File: src/hdl/bsid_pkg.sv
// shared types and constants for the branch and system instruction decoder
`default_nettype none

package bsid_pkg;

	localparam int INSN_W   = 32;
	localparam int OFFSET_W = 25;
	localparam int MASK_W   = 9;
	localparam int IMM_W    = 9;
	localparam int REG_W    = 4;
	localparam int COND_W   = 4;
	localparam int TDATA_W  = 56;
	localparam int TUSER_W  = 5;

	localparam logic [COND_W-1:0] COND_AL  = 4'd14;
	localparam logic [REG_W-1:0]  REG_SP   = 4'd13;
	localparam logic [REG_W-1:0]  REG_LR   = 4'd14;
	localparam logic [REG_W-1:0]  REG_PC   = 4'd15;
	localparam logic [3:0]        NIB_ONES = 4'hF;
	localparam logic [7:0]        HINT_WFI = 8'h03;

	localparam logic [2:0] SYS_MSR      = 3'd0;
	localparam logic [2:0] SYS_MSR_SPSR = 3'd1;
	localparam logic [2:0] SYS_HINT     = 3'd2;
	localparam logic [2:0] SYS_CTRL     = 3'd3;
	localparam logic [2:0] SYS_BXJ      = 3'd4;
	localparam logic [2:0] SYS_ERET     = 3'd5;
	localparam logic [2:0] SYS_SMC      = 3'd7;

	typedef enum logic [3:0] {
		CLS_B      = 4'd0,
		CLS_BL     = 4'd1,
		CLS_BLX    = 4'd2,
		CLS_MSR    = 4'd3,
		CLS_MRS    = 4'd4,
		CLS_CPS    = 4'd5,
		CLS_WFI    = 4'd6,
		CLS_NOP    = 4'd7,
		CLS_CLREX  = 4'd8,
		CLS_ERET   = 4'd9,
		CLS_UNIMP  = 4'd10
	} op_class_t;

	typedef enum logic [3:0] {
		CTL_LEAVEX = 4'd0,
		CTL_ENTERX = 4'd1,
		CTL_CLREX  = 4'd2,
		CTL_DSB    = 4'd4,
		CTL_DMB    = 4'd5,
		CTL_ISB    = 4'd6
	} ctl_op_t;

	typedef struct packed {
		logic                       accepted;
		op_class_t                  op_class;
		logic [COND_W-1:0]          cond_code;
		logic signed [OFFSET_W-1:0] branch_offset;
		logic                       writes_pc;
		logic                       ctx_sync;
		logic                       undef_in_it;
		logic                       spsr_select;
		logic [REG_W-1:0]           reg_num;
		logic [MASK_W-1:0]          field_mask;
		logic [IMM_W-1:0]           immediate;
	} dec_res_t;

	localparam dec_res_t RES_NONE = '{
		accepted:      1'b0,
		op_class:      CLS_B,
		cond_code:     COND_AL,
		branch_offset: '0,
		writes_pc:     1'b0,
		ctx_sync:      1'b0,
		undef_in_it:   1'b0,
		spsr_select:   1'b0,
		reg_num:       '0,
		field_mask:    '0,
		immediate:     '0
	};

endpackage

`default_nettype wire

File: src/hdl/bsid_decode.sv
// combinational decode of one thumb-2 branch or system-control word
`default_nettype none

module bsid_decode
	import bsid_pkg::*;
(
	input  wire logic [INSN_W-1:0] insn,
	output dec_res_t               res
);

	logic                sgn;
	logic                i1;
	logic                i2;
	logic [OFFSET_W-1:0] off_long;
	logic [OFFSET_W-1:0] off_long2;
	logic [OFFSET_W-1:0] off_cond;
	logic [2:0]          sel;
	logic                misc_ok;
	logic [1:0]          imod;
	logic                cps_m;
	logic [2:0]          aif;
	logic [4:0]          mode;
	logic [REG_W-1:0]    rn;
	logic [REG_W-1:0]    rd;
	dec_res_t            d;

	assign sgn = insn[26];
	assign i1  = ~(insn[13] ^ sgn);
	assign i2  = ~(insn[11] ^ sgn);
	assign off_long  = {sgn, i1, i2, insn[25:16], insn[10:0], 1'b0};
	assign off_long2 = {sgn, i1, i2, insn[25:16], insn[10:1], 2'b00};
	assign off_cond  = {{4{sgn}}, sgn, insn[11], insn[13], insn[21:16], insn[10:0], 1'b0};

	assign sel     = insn[22:20];
	assign misc_ok = (insn[19:16] == NIB_ONES) && !insn[13] && (insn[11:8] == NIB_ONES);
	assign imod    = insn[10:9];
	assign cps_m   = insn[8];
	assign aif     = insn[7:5];
	assign mode    = insn[4:0];
	assign rn      = insn[19:16];
	assign rd      = insn[11:8];

	always_comb begin
		d = RES_NONE;
		if (insn[14] && insn[12]) begin
			d.accepted      = 1'b1;
			d.op_class      = CLS_BL;
			d.branch_offset = off_long;
			d.writes_pc     = 1'b1;
		end else if (insn[14]) begin
			if (!insn[0]) begin
				d.accepted      = 1'b1;
				d.op_class      = CLS_BLX;
				d.branch_offset = off_long2;
				d.writes_pc     = 1'b1;
			end
		end else if (insn[12]) begin
			d.accepted      = 1'b1;
			d.op_class      = CLS_B;
			d.branch_offset = off_long;
			d.writes_pc     = 1'b1;
		end else if (insn[25:23] != 3'b111) begin
			// conditional branch
			d.accepted      = 1'b1;
			d.op_class      = CLS_B;
			d.cond_code     = insn[25:22];
			d.branch_offset = off_cond;
			d.writes_pc     = 1'b1;
		end else if (!insn[26]) begin
			case (sel)
				SYS_MSR, SYS_MSR_SPSR: begin
					if (!insn[13] && (insn[7:0] == 8'd0) && (rn != REG_SP) && (rn != REG_PC)) begin
						d.accepted     = 1'b1;
						d.op_class     = CLS_MSR;
						d.spsr_select  = insn[20];
						d.reg_num      = rn;
						d.field_mask   = {5'd0, insn[11:8]};
						d.ctx_sync     = 1'b1;
					end
				end
				SYS_HINT: begin
					if ((rn == NIB_ONES) && !insn[13] && !insn[11]) begin
						if (insn[10:8] == 3'd0) begin
							d.accepted = 1'b1;
							d.op_class = (insn[7:0] == HINT_WFI) ? CLS_WFI : CLS_NOP;
						end else if (!((mode != 5'd0) && !cps_m) &&
							(imod[1] == (aif != 3'd0)) && (imod != 2'd1)) begin
							d.accepted     = 1'b1;
							d.op_class     = CLS_CPS;
							d.field_mask   = {aif, 1'b0, {5{cps_m}}};
							d.immediate    = {((imod == 2'd3) ? aif : 3'd0), 1'b0,
								(cps_m ? mode : 5'd0)};
							d.undef_in_it  = 1'b1;
							d.ctx_sync     = 1'b1;
						end
					end
				end
				SYS_CTRL: begin
					case (insn[7:4])
						CTL_LEAVEX: begin
							if (misc_ok && (insn[3:0] == NIB_ONES)) begin
								d.accepted    = 1'b1;
								d.op_class    = CLS_NOP;
								d.undef_in_it = 1'b1;
							end
						end
						CTL_ENTERX: begin
							d.accepted = 1'b1;
							d.op_class = CLS_UNIMP;
						end
						CTL_CLREX: begin
							if (misc_ok && (insn[3:0] == NIB_ONES)) begin
								d.accepted = 1'b1;
								d.op_class = CLS_CLREX;
							end
						end
						CTL_DSB, CTL_DMB: begin
							if (misc_ok) begin
								d.accepted = 1'b1;
								d.op_class = CLS_NOP;
							end
						end
						CTL_ISB: begin
							if (misc_ok) begin
								d.accepted = 1'b1;
								d.op_class = CLS_NOP;
								d.ctx_sync = 1'b1;
							end
						end
						default: begin
						end
					endcase
				end
				SYS_BXJ: begin
					d.accepted = 1'b1;
					d.op_class = CLS_UNIMP;
				end
				SYS_ERET: begin
					if ((rn == REG_LR) && !insn[13] && (rd == NIB_ONES)) begin
						d.accepted  = 1'b1;
						d.op_class  = CLS_ERET;
						d.reg_num   = REG_LR;
						d.immediate = {1'b0, insn[7:0]};
						d.writes_pc = 1'b1;
					end
				end
				default: begin
					if ((rn == NIB_ONES) && !insn[13] && (insn[7:0] == 8'd0) &&
						(rd != REG_SP) && (rd != REG_PC)) begin
						d.accepted    = 1'b1;
						d.op_class    = CLS_MRS;
						d.spsr_select = insn[20];
						d.reg_num     = rd;
					end
				end
			endcase
		end else if ((insn[14:12] == 3'd0) && (sel == SYS_SMC)) begin
			d.accepted = 1'b1;
			d.op_class = CLS_UNIMP;
		end
		res = d.accepted ? d : RES_NONE;
	end

endmodule

`default_nettype wire

File: src/hdl/branch_system_insn_decode_core.sv
// top level: registered thumb-2 branch and system-control decoder
//
// s_tdata carries one 32-bit instruction word per beat, first halfword in
// bits 31..16. each accepted word yields exactly one result beat on the m
// side, in order. m_tuser says whether the word decoded and its class;
// m_tdata holds the operands. rejected words give accepted = 0 with all
// operand fields zero and condition 14.
// each word passes through an input register, one level of decode logic, and a
// result register. throughput is one beat per cycle while m_tready stays high;
// the decode has no loop or shared unit.
// when the receiver stalls, the result register holds its beat and the
// input register can still take one more word, after which s_tready drops
// until the result is taken.
// reset empties both registers; nothing else is held.
`default_nettype none

module branch_system_insn_decode_core
	import bsid_pkg::*;
(
	input  wire logic               clk,
	input  wire logic               arst_n,
	input  wire logic               s_tvalid,
	output logic                    s_tready,
	input  wire logic [INSN_W-1:0]  s_tdata,   // instruction[31:0]
	output logic                    m_tvalid,
	input  wire logic               m_tready,
	output logic [TDATA_W-1:0]      m_tdata,   // cond_code[3:0], branch_offset[28:4],
	                                           // writes_pc[29], ctx_sync[30],
	                                           // undef_in_it[31], spsr_select[32],
	                                           // reg_num[36:33], field_mask[45:37],
	                                           // immediate[54:46], zero[55]
	output logic [TUSER_W-1:0]      m_tuser    // accepted[0], op_class[4:1]
);

	logic              valid_s1;
	logic [INSN_W-1:0] insn_s1;
	logic              valid_s2;
	dec_res_t          res_s2;
	dec_res_t          dec_res;
	logic              load_s2;
	logic              load_s1;

	bsid_decode u_decode (
		.insn (insn_s1),
		.res  (dec_res)
	);

	assign load_s2  = !valid_s2 || m_tready;
	assign s_tready = !valid_s1 || load_s2;
	assign load_s1  = s_tvalid && s_tready;

	always_ff @(posedge clk or negedge arst_n) begin
		if (!arst_n) begin
			valid_s1 <= 1'b0;
			valid_s2 <= 1'b0;
		end else begin
			if (s_tready)
				valid_s1 <= s_tvalid;
			if (load_s2)
				valid_s2 <= valid_s1;
		end
	end

	always_ff @(posedge clk) begin
		if (load_s1)
			insn_s1 <= s_tdata;
		if (load_s2 && valid_s1)
			res_s2 <= dec_res;
	end

	assign m_tvalid = valid_s2;
	assign m_tuser  = {res_s2.op_class, res_s2.accepted};
	assign m_tdata  = {1'b0, res_s2.immediate, res_s2.field_mask, res_s2.reg_num,
		res_s2.spsr_select, res_s2.undef_in_it, res_s2.ctx_sync,
		res_s2.writes_pc, res_s2.branch_offset, res_s2.cond_code};

`ifndef SYNTH
	a_reject_clean: assert property (@(posedge clk) disable iff (!arst_n)
		valid_s2 && !res_s2.accepted |-> res_s2 == RES_NONE)
		else $error("rejected result carries nonzero fields");

	a_cond_only_branch: assert property (@(posedge clk) disable iff (!arst_n)
		valid_s2 && (res_s2.op_class != CLS_B) |-> res_s2.cond_code == COND_AL)
		else $error("condition set on a non-branch result");

	a_pc_write_class: assert property (@(posedge clk) disable iff (!arst_n)
		valid_s2 && res_s2.writes_pc |-> res_s2.op_class == CLS_B ||
		res_s2.op_class == CLS_BL || res_s2.op_class == CLS_BLX ||
		res_s2.op_class == CLS_ERET)
		else $error("pc write flagged on a class that does not branch");

	a_s1_hold: assert property (@(posedge clk) disable iff (!arst_n)
		valid_s1 && !load_s2 |=> valid_s1 && $stable(insn_s1))
		else $error("input register lost a word while the result register was full");
`endif

endmodule

`default_nettype wire
File: config.mk
export PLATFORM = sky130hd
export DESIGN_NAME = branch_system_insn_decode_core
export DESIGN_NICKNAME = d
export VERILOG_FILES = /design/src/hdl/bsid_pkg.sv /design/src/hdl/bsid_decode.sv /design/src/hdl/branch_system_insn_decode_core.sv
export SDC_FILE = /design/constraint.sdc
export NUM_CORES = 1
export LEC_CHECK = 0
export BUFFER_PORTS_ARGS = -buffer_cell sky130_fd_sc_hd__buf_2
export CAP_MARGIN = 20
export CORE_MARGIN = 1.5
export CORE_UTILIZATION = 42
export CTS_CLUSTER_SIZE = 16
export DETAILED_ROUTE_END_ITERATION = 6
export PLACE_DENSITY = 0.71
export REMOVE_ABC_BUFFERS = 1
export SETUP_SLACK_MARGIN = 0.5
export SLEW_MARGIN = 25
export SYNTH_ARGS = -nofsm -noshare
export SYNTH_HDL_FRONTEND = slang
export SYNTH_SLANG_ARGS = --single-unit
export TNS_END_PERCENT = 10
File: constraint.sdc
create_clock -name clk -period 3.1 [get_ports clk]
set_input_delay 0 -clock clk [delete_from_list [all_inputs] [get_ports clk]]
set_output_delay 0 -clock clk [all_outputs]
set_load 0.03 [all_outputs]
==> results of run 1 <==
per-stage QoR:
step / cell area (um^2) / cells / utilization (%)
floorplan: 3740 / 260 / -
global placement: 4410 / 468 / 50.3
detailed placement: 4420 / 469 / 50.4
CTS: 4930 / 516 / 56.3
global route: 4940 / 517 / 56.3
finish: 4940 / 517 / 56.3
worst max-delay path, stage by stage (launching register included):
cell	delay, ps
edfxtp_1	540
and3b_1	290
a31oi_1	250
nor4_1	120
nor4_4	550
buf_4	320
a211oi_1	120
layer usage:
metal / track usage (%) / wire [um]
met5: 0 / 0
met4: 7.80 / 172
met3: 3.29 / 534
met2: 28.7 / 4070
met1: 24.4 / 3790
cell usage in the layout (no fill, tap or decap), drive strengths merged, types with 7 or more instances in the layout:
master         n
nand2         13
a21oi         10
and2          10
inv            7
nor2          18
nor4           7
dlygate4sd3   31
clkbuf        10
nor2b         14
buf          102
a211oi        18
edfxtp        84
state kept, by name, indices dropped and copies added, names as in the netlist:
name	count
insn_s1	26
m_tdata	53
m_tuser	5
m_tvalid	1
valid_s1	1
synthesized netlist by cell type, drive strengths merged (2+ instances only):
cell	number
and2	10
a22o	4
o21ai	6
clkbuf	10
buf	7
nand2	13
a21oi	10
o22ai	2
a311oi	2
a22oi	4
dfrtp	2
inv	7
a211oi	18
o31ai	3
nand3b	2
nor4	7
nor2	18
a31oi	4
nand2b	6
nand4	2
nand4b	4
or3	4
a2111oi	3
nor2b	14
or4	2
nand3	5
a32oi	3
nor3	5
edfxtp	84
nor3b	4
power breakdown:
part / switching (mW) / internal, mW
registers: 0.0513 / 1.37
logic: 0.240 / 0.121
clock network: 0.375 / 0.445
total: 0.667 / 1.94
path summary, 6_finish.rpt:
path,start,end,cells past startpoint
worst max-delay path,insn_s1[0],m_tdata[30],6
worst min-delay path,s_tdata[3],insn_s1[3],2
worst max register to register,insn_s1[0],m_tdata[30],6
worst min register to register,valid_s1,m_tvalid,1
max in group asynchronous,arst_n,m_tvalid,3
min in group asynchronous,arst_n,valid_s1,3
cell families (layout without fill, tap and decap cells):
logic type	Yosys count	after routing	synth area share (%)
AND/OR/NAND/NOR	101	101	16.2
flip-flops	86	86	67.3
AO/OA/AOI/OAI	62	62	13.2
buffers and inverters	24	156	2.95
other	1	3	0.0981
multiplexers	1	1	0.262
what timing repair did:
| action | in CTS | in global routing |
|---|---|---|
| resized for setup | 0 | 0 |
| pin swaps | 1 | 2 |
| buffers inserted | 0 | 1 |
| endpoints found under the setup margin | 2 | 9 |
| hold buffers | 31 | 0 |
| hold endpoints to repair | 30 | 0 |
final cells by class:
| type | count | area, um^2 |
|---|---|---|
| fillers | 723 | 3830 |
| flip-flops and latches | 86 | 2570 |
| multi-input cells | 167 | 1150 |
| repair buffers | 133 | 853 |
| well taps | 108 | 135 |
| clock buffers | 10 | 128 |
| clock inverters | 6 | 76.3 |
| inverters | 7 | 26.3 |
==> impl_metrics.ini, run 1 <==
[timing]
postLayoutSetupSlackWorst_ps = 620
hold_violations = 0
slew-limit-headroom_pct = 45.4
period_minus_slack_ps = 2480
drv_slew = 0
finalSetupViolations = 0
hold_ws_ps = 348
period_share_pct = 80.0
rsz0062_at_grt = no
worstMarginPinSlew_ps = 818
fin_tns_setup_ps = 0
max_freq_ghz = 0.403
clock_skew_ps = 11.1

[clock_network]
numCtsBuffers = 9
cts_sinks = 86
clk_pin_slew_worst_paths_ps = 80
cts_root_buf = clkbuf_8
clkLatencyLatePin_ps = 350
cts_max_level = 3
clock_path_buffers = 2
tritoncts = yes

[route]
first_iter_violations = 193
drt-pass1-iter-count = 4
wl_um = 8570
antenna_left = 0
drc = 0
drt-wirelength-per-cell_um = 16.6
vias = 2767
drt-vias-per-instance = 5.35

[synthesis]
yosys.area.top_type = edfxtp_1
ys_seq_area_share_pct = 67.3
async_flop_share_pct = 2.33
ys_seq_elements = 86
synth_area_leaders = edfxtp_1, a211oi_2, nor2b_1, a211oi_1, nor2_1
yosysWarnings = 0
synth_top_area_share_pct = 66.0
synth-edff-count = 84
synth_cells = 275
synth_cell_types = 50
postSynthAreaPerCell_um2 = 13.9
synth_top_flop_cell = edfxtp_1
synth_area_um2 = 3820

[layout]
diodes = 0
area_growth_pct = 29.2
drive_above_1_share_pct = 31.8
fin_nets = 440

[grt]
grt_pass1_vias = 2689
grt_use_total_pct = 18.1
overflow = 0
antenna_found_initial = 0
grt_max_degree = 34
grt_pass1_wl_um = 13600

[worst_setup_path]
path_max_fanout = 13
cp-start-kind = flop
cp-end-kind = flop
worstSetupPathType = reg2reg
r2r_slack_ps = 620
arrival_ps = 2540
crit_required_ps = 3160

[power]
total_power_mw = 2.60
cellLeakagePower_nw = 1.80
powerDensity_nw_per_um2 = 528
ir_drop_uv = 212

[floorplan]
die_y_um = 98.4
rows = 34
core_um2 = 8760
die_width_um = 98.4
dieArea_um2 = 9680
boundaryPins = 99
start_util_pct = 43.6

[placed_design]
place.gp.congestion = 0.951
dp_hpwl_um = 5850
portBuffers = 89
place_ws_ps = 448

[job]
drv_cap = 0

[min_path]
hp-class = in2reg

[outcome]
status = completed
No activity file was read; power rests on OpenSTA's default activity.
==> inputs of run 2 (changes only) <==
- PLACE_DENSITY: 0.71 -> 0.73
- clock period: 3.1 -> 2.18 ns (I/O delays scaled with it)
==> run 2 against run 1 <==
Against the previous run:
- clock skew is 3.1 ps higher
- first-iteration DRC count is 59% higher
- routed wire length is 15% higher
- setup slack worse by 590 ps
- non-clock buffer count is 58 higher
- clock power is 35% higher
- die area stayed put
- critical path depth is 1 higher
- core utilization is 7.4 points higher
- clock-buffer cell count is 1 higher
- critical endpoint is now m_tdata[52]
- cell area is 13% higher
- maximum frequency is 15% higher
==> impl_metrics.ini, run 2 (synthesis gave the netlist of run 1 again) <==
[worst_setup_path]
critPathBufInv = 2
cpPeakStageDelay_ps = 550
cp-start-kind = flop
worstSetupPathType = reg2reg
cpMaxStageDelayCell = or4_4
crit_required_ps = 2370
critPathTopFamily = simple AND/OR/NAND/NOR gates
arrival_ps = 2340
rr_worst_depth = 7
cp_cell_sequence = buf_6 -> or4_4 -> nor3b_4 -> a31oi_4 -> nor2_4 -> clkbuf_16 -> a211oi_2
worstReg2RegEnd = m_tdata[52]
path_max_fanout = 5
r2r_slack_ps = 30
r2r-start = insn_s1[22]
cp-end-kind = flop

[route]
wl_um = 9850
drt-vias-per-instance = 5.35
drt-wirelength-per-cell_um = 17.1
first_iter_violations = 306
antenna_left = 0
drt-pass1-iter-count = 5
vias = 3076
drc = 0

[timing]
hold_ws_ps = 352
finalSetupViolations = 0
period_share_pct = 98.6
drv_slew = 0
fin_tns_setup_ps = 0
period_minus_slack_ps = 2150
rsz0062_at_grt = yes
clock_skew_ps = 14.2
worstMarginPinSlew_ps = 832
hold_violations = 0
max_freq_ghz = 0.465
slew-limit-headroom_pct = 44.4

[grt]
grt_use_total_pct = 20.0
grt_pass1_wl_um = 15000
antenna_found_initial = 0
grt_max_degree = 44
grt_pass1_vias = 3015
overflow = 0

[clock_network]
clock_path_buffers = 2
numCtsBuffers = 9
tritoncts = yes
cts_max_level = 3
clkLatencyLatePin_ps = 360
cts_root_buf = clkbuf_8
cts_sinks = 86
clk_pin_slew_worst_paths_ps = 90

[layout]
multi_input_area_um2 = 1270
fill_cells = 667
largest_reg_flops = 53
diodes = 0
final_cell_mix = buf_2, edfxtp_1, buf_4
drive_above_1_share_pct = 44.5
fin_nets = 498
register_area_um2 = 2570
final_common_cell = buf_2
area_growth_pct = 46.1

[floorplan]
dieArea_um2 = 9680
die_y_um = 98.4
boundaryPins = 99
rows = 34
die_width_um = 98.4
core_um2 = 8760
start_util_pct = 43.6

[min_path]
hp-class = in2reg
min_from = s_tdata[2]
whs_path_depth = 2
hold_path_end = insn_s1[2]

[power]
ir_drop_uv = 298
cellLeakagePower_nw = 2.11
total_power_mw = 3.78
powerDensity_nw_per_um2 = 678

[job]
drv_cap = 0

[placed_design]
place.gp.congestion = 0.866
dp_hpwl_um = 6610
portBuffers = 89

[outcome]
status = completed
-- run 2: timing repair --
item	4_1_cts	5_1_grt
endpoints found under the setup margin	29	30
pin swaps	10	15
hold buffers	31	0
cloned	2	3
buffers inserted	6	7
hold endpoints to repair	30	0
resized for setup	9	28
-- run 2: layout make-up --
cell class | instances | area share (%)
inverters | 7 | 0.470
well taps | 108 | 2.42
clock buffers | 11 | 2.35
clock inverters | 5 | 1.08
repair buffers | 191 | 24.9
flip-flops and latches | 86 | 46.1
multi-input cells | 167 | 22.7
-- run 2: through the flow --
step	worst slack (ps)	instance area, um^2	utilization (%)	std cells
2_1_floorplan	-288	3740	-	260
3_3_place_gp	-363	4740	54.1	509
6_report	30.7	5590	63.7	575
5_1_grt	-74.6	5590	63.7	575
4_1_cts	30.0	5350	61.0	565
3_5_place_dp	-206	4750	54.2	510
-- run 2: power by group --
part	total [mW]	internal (mW)	switching, mW
logic	0.672	0.269	0.403
registers	2.00	1.95	0.0539
clock network	1.11	0.531	0.578
-- run 2: worst max path at each step --
stage	start	endpoint	slack [ps]	cells past startpoint
2_1_floorplan	insn_s1[5]	m_tdata[30]	-290	5
3_5_place_dp	insn_s1[5]	m_tdata[37]	-210	6
6_report	insn_s1[22]	m_tdata[52]	30	7
3_3_place_gp	insn_s1[5]	m_tdata[32]	-360	5
4_1_cts	insn_s1[5]	m_tdata[37]	30	7
5_1_grt	insn_s1[22]	m_tuser[1]	-70	7
-- run 2: metal layers --
metal / GRT usage (%) / vias to the layer above / wire length [um]
met5: 0 / - / 0
met4: 8.13 / 0 / 267
met3: 4.01 / 20 / 601
met2: 32.6 / 141 / 4820
met1: 26.4 / 1476 / 4160
li1: - / 1439 / -
==> inputs of run 3 (changes only) <==
- CORE_MARGIN: 1.5 -> unset
==> run 3 against run 2 <==
Against the previous run:
- first-iteration DRC count grew 3.6%
- clock-buffer cell count is the same
- clock power grew 6%
- sequential power is essentially flat
- clock skew shrank 2.8 ps
- register-to-register slack gained 20 ps
- critical path type unchanged
- largest cell class unchanged
- highest routed layer unchanged
==> impl_metrics.ini, run 3 (synthesis gave the netlist of run 1 again) <==
[layout]
fill_cells = 689
diodes = 0
fin_nets = 487
final_cell_mix = buf_2, edfxtp_1, buf_4
largest_reg_flops = 53
final_common_cell = buf_2
fin_util_pct = 62.1
area_growth_pct = 42.3
drive_above_1_share_pct = 42.4

[power]
ir_drop_uv = 354
powerDensity_nw_per_um2 = 699
cellLeakagePower_nw = 2.06

[timing]
rsz0062_at_grt = yes
finalSetupViolations = 0
period_minus_slack_ps = 2130
max_freq_ghz = 0.470
postLayoutSetupSlackWorst_ps = 50.3
slew-limit-headroom_pct = 54.0
hold_violations = 0
period_share_pct = 97.7
fin_tns_setup_ps = 0
hold_ws_ps = 348
drv_slew = 0
worstMarginPinSlew_ps = 672
clock_skew_ps = 11.4

[min_path]
hold_path_end = insn_s1[3]
hp-class = in2reg
min_from = s_tdata[3]
whs_path_depth = 2

[route]
first_iter_violations = 317
wl_um = 9550
antenna_left = 0
drt-wirelength-per-cell_um = 17.0
drt-vias-per-instance = 5.42
drt-pass1-iter-count = 5
vias = 3054
drc = 0

[worst_setup_path]
rr_worst_depth = 6
cp-end-kind = flop
arrival_ps = 2310
cp-start-kind = flop
r2r_slack_ps = 50
worstReg2RegEnd = m_tdata[41]
crit_required_ps = 2360
r2r-start = insn_s1[6]
path_max_fanout = 12
worstSetupPathType = reg2reg

[grt]
grt_use_total_pct = 19.9
grt_pass1_vias = 2914
antenna_found_initial = 0
grt_max_degree = 59
overflow = 0
grt_pass1_wl_um = 14700

[placed_design]
portBuffers = 89
place_ws_ps = 9.29
dp_hpwl_um = 6260
place.gp.congestion = 0.906

[floorplan]
die_width_um = 97.4
dieArea_um2 = 9490
rows = 34
boundaryPins = 99
die_y_um = 97.4
core_um2 = 8760
start_util_pct = 43.6

[clock_network]
clkLatencyLatePin_ps = 350
clock_path_buffers = 2
cts_sinks = 86
tritoncts = yes
cts_root_buf = clkbuf_8
clk_pin_slew_worst_paths_ps = 80
numCtsBuffers = 9
cts_max_level = 3

[job]
drv_cap = 0

[outcome]
status = completed
[run 3: cell count changes in the layout (fill, tap and decap cells not counted), moves of 2 or more]
cell	before	now
clkinvlp_4	4	1
a211oi_2	15	13
nor3b_1	2	4
nor3b_4	2	0
buf_6	11	1
a211oi_1	3	5
clkbuf_16	2	0
[run 3: per-layer routing]
| layer | wire length (um) | up-vias | part of all wire [%] | global-route usage, % |
|---|---|---|---|---|
| met5 | 0 | - | 0 | 0 |
| met4 | 260 | 0 | 2.7 | 8.26 |
| met3 | 566 | 27 | 5.9 | 4.17 |
| met2 | 4670 | 154 | 49 | 30.9 |
| met1 | 4050 | 1452 | 42 | 27.1 |
| li1 | - | 1421 | - | - |
[run 3: how the worst max path moves through the flow]
stage	startpoint	to	slack, ps	cells past startpoint
after global placement	insn_s1[5]	m_tuser[0]	80	6
after floorplan	insn_s1[5]	m_tdata[30]	-290	5
after global routing	insn_s1[22]	m_tdata[40]	-40	8
after detailed placement	insn_s1[5]	m_tuser[0]	9	6
final	insn_s1[6]	m_tdata[41]	50	6
after CTS	insn_s1[1]	m_tuser[0]	110	7
[run 3: final cells by class]
type                            count  area (um^2)  area share [%]
Clock buffer                       11          131            2.42
Sequential cell                    86         2570            47.3
Timing Repair Buffer              180         1250            22.9
Tap cell                          108          135            2.49
Inverter                            7         26.3           0.483
Clock inverter                      4         72.6            1.33
Multi-Input combinational cell    167         1250            23.0
[run 3: what timing repair did]
| item | in CTS | in global routing |
|---|---|---|
| hold buffers | 31 | 0 |
| buffers inserted | 11 | 10 |
| setup endpoints to repair | 29 | 47 |
| endpoints found under the hold margin | 30 | 0 |
| pin swaps | 7 | 3 |
| gates resized for setup | 7 | 14 |
[run 3: worst max-delay path, cell delays in order, from the launching register on]
cell       delay, ps
edfxtp_1         490
buf_4            180
or3_4            350
a2111oi_4        420
nor4_4           120
buf_12           170
a211oi_1         230
[run 3: where the power goes]
group / leakage [nW] / internal, mW / switching [mW]
combinational: 1.12 / 0.229 / 0.381
sequential: 0.839 / 1.95 / 0.0642
clock: 0.0994 / 0.638 / 0.540
[run 3: through the flow]
stage	power [mW]	instances	area (um^2)
2_1_floorplan	2.36	260	3740
3_3_place_gp	2.56	496	4660
3_5_place_dp	2.57	496	4660
4_1_cts	3.79	553	5290
5_1_grt	3.93	563	5440
6_report	3.80	563	5440
